===== config.mk =====
export PLATFORM = sky130hd
export DESIGN_NAME = rase_divider
export DESIGN_NICKNAME = d
export VERILOG_FILES = /design/src/hw/rtl/rase_pkg.sv /design/src/hw/rtl/rase_divider.sv
export SDC_FILE = /design/constraint.sdc
export NUM_CORES = 1
export LEC_CHECK = 0
export BUFFER_PORTS_ARGS = -buffer_cell sky130_fd_sc_hd__buf_4
export CORE_MARGIN = 5
export CORE_UTILIZATION = 60
export DETAILED_ROUTE_END_ITERATION = 10
export GPL_TIMING_DRIVEN = 0
export HOLD_SLACK_MARGIN = 0.12
export PLACE_DENSITY = 0.82
export SYNTH_ARGS = -nofsm -noshare
export SYNTH_HDL_FRONTEND = slang
export SYNTH_SLANG_ARGS = --single-unit

===== constraint.sdc =====
create_clock -name clk_i -period 3.5 [get_ports clk_i]
set_input_delay 0.175 -clock clk_i [delete_from_list [all_inputs] [get_ports clk_i]]
set_output_delay 0.175 -clock clk_i [all_outputs]
set_load 0.02 [all_outputs]

===== src/hw/rtl/rase_pkg.sv =====
`default_nettype none
package rase_pkg;

  localparam int unsigned NUM_REGS    = 16;
  localparam int unsigned STACK_DEPTH = 256;
  localparam int unsigned RIDX_W      = (NUM_REGS > 1) ? $clog2(NUM_REGS) : 1;
  localparam int unsigned SADDR_W     = $clog2(STACK_DEPTH);
  localparam int unsigned SP_W        = $clog2(STACK_DEPTH + 1);

  localparam logic [7:0] IMM_SELECT = 8'hFF;

  typedef enum logic [2:0] {
    CMD_ADD  = 3'd0,
    CMD_SUB  = 3'd1,
    CMD_MUL  = 3'd2,
    CMD_DIV  = 3'd3,
    CMD_MOD  = 3'd4,
    CMD_MOV  = 3'd5,
    CMD_PUSH = 3'd6,
    CMD_POP  = 3'd7
  } cmd_e;

  typedef enum logic [1:0] {
    ST_OK      = 2'd0,
    ST_RANGE   = 2'd1,
    ST_DIVZERO = 2'd2,
    ST_STACK   = 2'd3
  } status_e;

  typedef struct packed {
    logic [2:0]         cmd;
    logic [7:0]         dest_reg;
    logic [7:0]         src_reg;
    logic signed [31:0] immediate;
  } req_t;

  typedef struct packed {
    logic [1:0]         status;
    logic signed [31:0] dest_value;
    logic [8:0]         stack_depth;
  } rsp_t;

  typedef struct packed {
    logic        start;
    logic        is_mod;
    logic [31:0] dividend;
    logic [31:0] divisor;
  } div_req_t;

  typedef struct packed {
    logic        done;
    logic [31:0] result;
  } div_rsp_t;

endpackage
`default_nettype wire


===== src/hw/rtl/rase_divider.sv =====
`default_nettype none
module rase_divider
  import rase_pkg::*;
(
  input  wire logic     clk_i,
  input  wire logic     rst_ni,
  input  wire div_req_t req_i,
  output div_rsp_t      rsp_o
);

  // restoring divider on magnitudes, one quotient bit per cycle
  logic [31:0] rem_q, rem_d, quo_q, quo_d, dvs_q, dvs_d;
  logic [5:0]  cnt_q, cnt_d;
  logic        busy_q, busy_d, done_q, done_d;
  logic        negq_q, negq_d, negr_q, negr_d, mod_q, mod_d;
  logic [32:0] trial;
  logic [31:0] shifted;
  logic [31:0] res;

  always_comb begin
    shifted = {rem_q[30:0], quo_q[31]};
    trial   = {1'b0, shifted} - {1'b0, dvs_q};
    rem_d = rem_q; quo_d = quo_q; dvs_d = dvs_q; cnt_d = cnt_q;
    busy_d = busy_q; done_d = 1'b0;
    negq_d = negq_q; negr_d = negr_q; mod_d = mod_q;
    if (req_i.start) begin
      rem_d  = '0;
      quo_d  = req_i.dividend[31] ? (32'd0 - req_i.dividend) : req_i.dividend;
      dvs_d  = req_i.divisor[31] ? (32'd0 - req_i.divisor) : req_i.divisor;
      negq_d = req_i.dividend[31] ^ req_i.divisor[31];
      negr_d = req_i.dividend[31];
      mod_d  = req_i.is_mod;
      cnt_d  = 6'd0;
      busy_d = 1'b1;
    end else if (busy_q) begin
      if (!trial[32]) begin
        rem_d = trial[31:0];
        quo_d = {quo_q[30:0], 1'b1};
      end else begin
        rem_d = shifted;
        quo_d = {quo_q[30:0], 1'b0};
      end
      cnt_d = cnt_q + 6'd1;
      if (cnt_q == 6'd31) begin
        busy_d = 1'b0;
        done_d = 1'b1;
      end
    end
  end

  always_ff @(posedge clk_i or negedge rst_ni) begin
    if (!rst_ni) begin
      busy_q <= 1'b0;
      done_q <= 1'b0;
      cnt_q  <= '0;
    end else begin
      busy_q <= busy_d;
      done_q <= done_d;
      cnt_q  <= cnt_d;
    end
  end

  always_ff @(posedge clk_i) begin
    rem_q <= rem_d; quo_q <= quo_d; dvs_q <= dvs_d;
    negq_q <= negq_d; negr_q <= negr_d; mod_q <= mod_d;
  end

  always_comb begin
    if (mod_q) res = negr_q ? (32'd0 - rem_q) : rem_q;
    else       res = negq_q ? (32'd0 - quo_q) : quo_q;
  end

  assign rsp_o.done   = done_q;
  assign rsp_o.result = res;

endmodule
`default_nettype wire


==> impl_metrics.csv, run 1 <==
group,metric,value,unit
synthesis,synth.avg_cell_area,8.320,sq um
synthesis,syn_inst,1058,
worst_setup_path,cp_max_fo,10,
detailed_routing,drt-total-wl,24.31,mm
global_routing,grt_max_degree,37,
synthesis,seq_area_frac_synth,0.3241,
synthesis,ys_async_sr_fraction,0.07477,
global_routing,grt_pass1_vias,7946,
timing,max_freq,295.2,MHz
synthesis,synth_fa_ha_area_frac,0.05487,
detailed_routing,ant_nets,0,
worst_setup_path,critPathArrivalTime,3500,ps
clock_tree,cts.sinks,107,
global_routing,grt_use_met3,0.04969,
synthesis,synth-seq-cells,107,
global_routing,grt_pass1_wl,39.57,mm
detailed_routing,wire_per_inst,17.68,um
global_routing,met1_usage,0.3844,
power,p_leak,4.245,nW
power,power_density,353.0,mW/mm^2
place,dp_slack,-528.0,ps
timing,min_period_over_period,0.9677,
worst_setup_path,cp_common_cell,"a21oi_1",
detailed_routing,vias_per_cell,6.156,
clock_tree,cts_buffers,9,
synthesis,synth_warnings,0,
die,die_y,131.1,um
detailed_routing,drc,0,
power,totalPowerFinal,3.653,mW
synthesis,syn_nets,1164,
synthesis,muxShareOfSynthArea,0.01819,
global_routing,overflow,0,
timing,setup_tns,0,ps
die,io_pins,101,
synthesis,synth_compound_area_frac,0.2229,
timing,whs,123.0,ps
clock_tree,clk_pin_slew,80,ps
timing,hold_violations,0,
die,initial_core_util,0.6079,
global_routing,use_met2,0.4447,
place,dpl.hpwl,18.78,mm
timing,setup_viol,0,
worst_setup_path,cp-end-kind,"flip-flop",
clock_tree,clock_latency,370,ps
clock_tree,cts.path.max_buffers,2,
synthesis,ys_dominant_reg_cell,"edfxtp_1",
synthesis,synth-xor-area-share,0.1473,
place,gp_congestion,0.9269,
place,io_buffers,100,
synthesis,yosys.area_share.simple,0.1900,
die,core_area,0.01448,sq mm
clock_tree,cts_tree,"yes",
timing,skew,6.544,ps
cells_and_area,syn_to_final_growth,17.57,%
worst_setup_path,crit_path_start_kind,"flip-flop",
clock_tree,cts_root_buf,"clkbuf_16",
worst_setup_path,critPathRequiredTime,3610,ps
worst_setup_path,cp_slowest_cell,"a21oi_1",
cells_and_area,finalNetCount,1291,
global_routing,grt_usage,0.2758,
run,drv_cap,0,
cells_and_area,drive_gt1_frac,0.1319,
worst_setup_path,crit_type,"reg2reg",
global_routing,busiest_layer,"met2",
worst_setup_path,worstPathCellList,"ha_1, a21oi_1, o21ai_0, a221o_1, a21oi_1, nand2_4, buf_4, nor2_1, a21oi_1",
detailed_routing,drtIter0Drc,753,
cells_and_area,design_area,0.01035,sq mm
die,die_w,131.1,um
synthesis,synth-edff-count,67,
hold_path,hold_path_class,"in2reg",
detailed_routing,dr.pass1.iters,6,
detailed_routing,via_count,8464,
timing,drv_slew,0,
global_routing,antenna_found_initial,2,
clock_tree,cts_htree_levels,3,
worst_setup_path,crit_buf_inv,1,
power,vdd_drop_max,352.8,uV
worst_setup_path,critPathTopFamily,"compound AO/OA/AOI/OAI gates",
timing,period_minus_slack,3387,ps
synthesis,syn_area,0.008802,sq mm
timing,setup_ws,112.9,ps
synthesis,synth_top_family_by_area,"compound AO/OA/AOI/OAI gates",
timing,worst_pin_slew,1271,ps
die,die_area,0.01719,sq mm
place,placed_area,0.009783,sq mm
die,core.rowCount,44,
outcome,outcome,"finished, final reports clean",
synthesis,yosys.cell_types.count,64,
timing,relSlewSlack,0.1515,
worst_setup_path,cpPeakStageDelay,720,ps
-- sequential cells by signal (all words and copies together), names as in the netlist --
name	flops
dvs_q	32
quo_q	32
negr_q	1
negq_q	1
done_q	1
mod_q	1
busy_q	1
cnt_q	6
rem_q	32
-- cells in the mapped netlist, drive strengths merged, types with 7 or more instances --
cell,number,area [sq um]
mux2i,16,160.2
edfxtp,67,2012
nor2,97,364.1
inv,52,195.2
nand2b,11,83.83
nand2,119,446.7
o21ai,84,420.4
xor2,72,630.6
nor4,9,62.56
nor2b,10,62.56
and3,7,43.79
a21o,11,82.58
xnor2,76,665.6
dfrtp,8,200.2
nand4,8,50.05
o41ai,20,193.9
clkbuf,43,161.4
nor3,11,55.05
nand3,16,80.08
a21oi,92,460.4
or4,18,147.6
o31ai,33,261.5
or3,21,147.6
dfxtp,32,640.6
a311oi,16,140.1
ha,37,462.9
-- per-stage QoR --
step | utilization | std cells
final | 0.7147 | 1375
after global routing | 0.7147 | 1375
after CTS | 0.7102 | 1374
after detailed placement | 0.6757 | 1342
after global placement | 0.6757 | 1342
after floorplan | - | 1058
-- timing repair --
action                                 CTS  global route
endpoints found under the hold margin   23             0
setup endpoints to repair               33            33
hold buffers                            15             0
pin swaps                                0             1
buffers inserted                         1             0
gates resized for setup                 12            18
-- metal layers --
metal / share of wire / wire [um] / vias to the layer above
li1: - / - / 4110
met1: 0.43 / 10520 / 3975
met2: 0.47 / 11470 / 325
met3: 0.071 / 1733 / 52
met4: 0.024 / 583 / 2
met5: 0.00053 / 13 / -
-- cells by family after synthesis --
| family | after synthesis |
|---|---|
| buffers and inverters | 99 |
| AO/OA/AOI/OAI | 305 |
| multiplexers | 16 |
| XOR/XNOR | 148 |
| flip-flops | 107 |
| AND/OR/NAND/NOR | 345 |
| adder cells (fa/ha/maj) | 38 |
-- cell type report --
class | count | area, sq um
antenna | 1 | 2.502
buffer | 47 | 188.9
clock buffer | 10 | 250.2
clock inverter | 6 | 50.05
fill | 1186 | 4130
inverter | 52 | 195.2
multi-input combinational | 852 | 5670
sequential | 107 | 2853
tap | 184 | 230.2
timing repair buffer | 116 | 908.4
-- worst paths after layout --
check                                from  cells after the start        end  slack, ps
worst max-delay path            rem_q[26]                      9   quo_q[0]        110
worst min-delay path            req_i[13]                      2  dvs_q[13]        120
worst max register to register  rem_q[26]                      9   quo_q[0]        110
worst min register to register   cnt_q[5]                      2   cnt_q[5]        580
max in group asynchronous          rst_ni                      2   cnt_q[2]       3220
min in group asynchronous          rst_ni                      2     done_q        150
-- cell usage in the layout, fill, tap and decap left out, drive strengths merged, types with 4 or more instances in the layout --
| master | count |
|---|---|
| nand3 | 16 |
| nand2 | 119 |
| a21oi | 92 |
| o21a | 6 |
| inv | 57 |
| or4 | 18 |
| o21ai | 84 |
| o211ai | 6 |
| dlygate4sd3 | 15 |
| xor2 | 72 |
| nand3b | 4 |
| dfrtp | 8 |
| a32oi | 4 |
| nor2b | 10 |
| buf | 106 |
| and3 | 7 |
| clkbuf | 52 |
| dfxtp | 32 |
| edfxtp | 67 |
| o31ai | 33 |
| a311oi | 16 |
| a211oi | 5 |
| a21o | 11 |
| nand4 | 8 |
| mux2i | 16 |
| ha | 37 |
| xnor2 | 76 |
| or2 | 6 |
| nor3 | 11 |
| nor2 | 97 |
| o41ai | 20 |
| nor4 | 9 |
| or3 | 21 |
| nand2b | 11 |
| a21boi | 4 |
-- power breakdown --
part	internal, mW	total, mW	switching, mW
Sequential	1.45	1.54	0.0827
Combinational	0.449	1.05	0.605
Clock	0.540	1.06	0.522
No activity file was read; power rests on OpenSTA's default activity.
==> inputs of run 2 (changes only) <==
--- a/config.mk
+++ b/config.mk
@@ -9,7 +9,6 @@
 export CORE_MARGIN = 5
 export CORE_UTILIZATION = 60
 export DETAILED_ROUTE_END_ITERATION = 10
-export GPL_TIMING_DRIVEN = 0
 export HOLD_SLACK_MARGIN = 0.12
 export PLACE_DENSITY = 0.82
 export SYNTH_ARGS = -nofsm -noshare
==> constraint.sdc (replaced) <==
create_clock -name clk_i -period 3.5 [get_ports clk_i]
set_input_delay 1.05 -clock clk_i [delete_from_list [all_inputs] [get_ports clk_i]]
set_output_delay 1.05 -clock clk_i [all_outputs]
set_load 0.02 [all_outputs]
==> run 2 against run 1 <==
Against the previous run:
- the run now ends with setup timing left
- via count rose by 1.4%
- clock skew barely moved
- routed wire length fell by 0.31%
- flip-flop and latch count did not move
- worst setup slack got worse by 490 ps
- highest routed layer is now met4
- die area did not move
- register-to-register slack improved by 70 ps
- sequential power barely moved
==> impl_metrics.csv, run 2 (synthesis gave the netlist of run 1 again) <==
group,metric,value,unit
outcome,outcome,"finished with violations",
outcome,violations,"setup timing",
place,dpl.cell_count,1374,
worst_setup_path,cpPeakStageDelay,570,ps
clock_tree,cts.path.max_buffers,2,
worst_setup_path,cp_max_fo,3,
timing,rsz0062_at_grt,"true",
global_routing,grt_usage,0.2679,
timing,relSlewSlack,0.4911,
detailed_routing,dr.pass1.iters,6,
worst_setup_path,crit_path_start_kind,"flip-flop",
timing,worst_pin_slew,756.4,ps
cells_and_area,fillers,1034,
timing,max_freq,258.1,MHz
global_routing,antenna_found_initial,0,
global_routing,overflow,0,
timing,min_period_over_period,1.107,
worst_setup_path,cp-end-kind,"output pin",
cells_and_area,stdcell_count,1407,
power,totalPowerFinal,3.699,mW
worst_setup_path,critPathArrivalTime,2820,ps
clock_tree,cts_root_buf,"clkbuf_16",
die,die_y,131.1,um
global_routing,grt_max_degree,91,
place,io_buffers,100,
timing,setup_ws,-374.8,ps
timing,hold_violations,0,
place,dpl.hpwl,17.52,mm
die,die_w,131.1,um
cells_and_area,reg_top3,"dvs_q: 32 flops, quo_q: 32 flops, rem_q: 32 flops",
cells_and_area,layout_commonest_cell,"buf_4",
worst_setup_path,critPathTopFamily,"simple AND/OR/NAND/NOR gates",
die,die_area,0.01719,sq mm
power,power_density,334.8,mW/mm^2
die,initial_core_util,0.6079,
cells_and_area,antenna_cells,0,
cells_and_area,fin_util,0.7632,
global_routing,grt_pass1_vias,8245,
global_routing,grt_pass1_wl,38.96,mm
detailed_routing,via_count,8583,
clock_tree,cts_tree,"yes",
detailed_routing,ant_nets,0,
cells_and_area,mostFrequentLayoutCells,"buf_4, nand2_1, nor2_1, a21oi_1, xnor2_1",
cells_and_area,multi_input_area,0.005963,sq mm
hold_path,hold_path_class,"in2async",
detailed_routing,drtIter0Drc,675,
timing,setup_viol,20,
worst_setup_path,worstPathCellList,"or4_4, nor4_4, and2_4, nand4_1, buf_4, o31ai_4, xnor2_1, nor2_1, a21oi_1, buf_4",
power,p_leak,4.695,nW
worst_setup_path,cp_common_cell,"buf_4",
clock_tree,clock_latency,370,ps
worst_setup_path,critPathRequiredTime,2450,ps
worst_setup_path,crit_buf_inv,2,
detailed_routing,wire_per_inst,17.23,um
cells_and_area,seq_area,0.002855,sq mm
clock_tree,cts_buffers,9,
power,vdd_drop_max,363.3,uV
worst_setup_path,cp_slowest_cell,"or4_4",
clock_tree,cts_htree_levels,3,
worst_setup_path,crit_type,"reg2out",
die,io_pins,101,
clock_tree,clk_pin_slew,80,ps
cells_and_area,syn_to_final_growth,25.54,%
die,core_area,0.01448,sq mm
place,gp_congestion,0.9229,
die,core.rowCount,44,
cells_and_area,drive_gt1_frac,0.2347,
detailed_routing,vias_per_cell,6.100,
clock_tree,cts.sinks,107,
timing,period_minus_slack,3875,ps
timing,drv_slew,0,
cells_and_area,finalNetCount,1324,
run,drv_cap,0,
detailed_routing,drc,0,
detailed_routing,drt-total-wl,24.24,mm
timing,skew,6.728,ps
[run 2: area by class of cell]
class	count	area share
Clock inverter	7	0.004869
Inverter	52	0.01766
Multi-Input combinational cell	852	0.5396
Clock buffer	9	0.02038
Tap cell	184	0.02083
Sequential cell	107	0.2584
Timing Repair Buffer	196	0.1382
[run 2: timing repair]
action                     CTS  global route
hold buffers                 0             0
buffers inserted            10             7
setup endpoints to repair   25            43
resized for setup           54            26
pin swaps                   17             6
cloned                       0             0
[run 2: worst reg2reg max path: stages (launching register included)]
cell       delay (ps)
dfxtp_1           340
buf_4             170
ha_1              350
a21oi_1           250
o21ai_0           170
buf_4             180
a2111oi_1         550
a211oi_1          200
or2_2             360
a311oi_1          270
a41oi_1            80
o221a_2           290
[run 2: path summary, 6_finish.rpt]
check,start,end,slack (ps),depth (start not counted)
min in group clk_i,cnt_q[1],cnt_q[1],580,2
max in group asynchronous,rst_ni,cnt_q[5],2880,1
worst min register to register,cnt_q[1],cnt_q[1],580,2
worst min-delay path,rst_ni,cnt_q[4],490,1
worst max register to register,rem_q[5],rem_q[25],180,11
worst max-delay path,quo_q[10],rsp_o[29],-370,10
[run 2: report_power, final]
group          internal (mW)  switching (mW)
Clock                  0.488           0.512
Sequential              1.45          0.0906
Combinational          0.522           0.633
[run 2: through the flow]
| stage | hold WS [ps] | setup TNS [ps] | cell area (sq um) | setup slack, ps |
|---|---|---|---|---|
| floorplan | 492.0 | -500.8 | 8856 | -118.1 |
| global placement | 534.1 | -2877 | 10290 | -308.7 |
| detailed placement | 547.6 | -4039 | 10290 | -426.3 |
| CTS | 490.3 | -2980 | 10870 | -272.8 |
| global route | 488.5 | -6838 | 11050 | -498.8 |
| finish | 493.3 | -4089 | 11050 | -374.8 |
[run 2: layer usage]
| metal | vias up | global-route usage | share of wire | wire, um |
|---|---|---|---|---|
| li1 | 4178 | - | - | - |
| met1 | 4065 | 0.3274 | 0.40 | 9753 |
| met2 | 276 | 0.4726 | 0.51 | 12460 |
| met3 | 64 | 0.04931 | 0.051 | 1242 |
| met4 | 0 | 0.09527 | 0.032 | 777 |
| met5 | - | 0 | 0 | 0 |
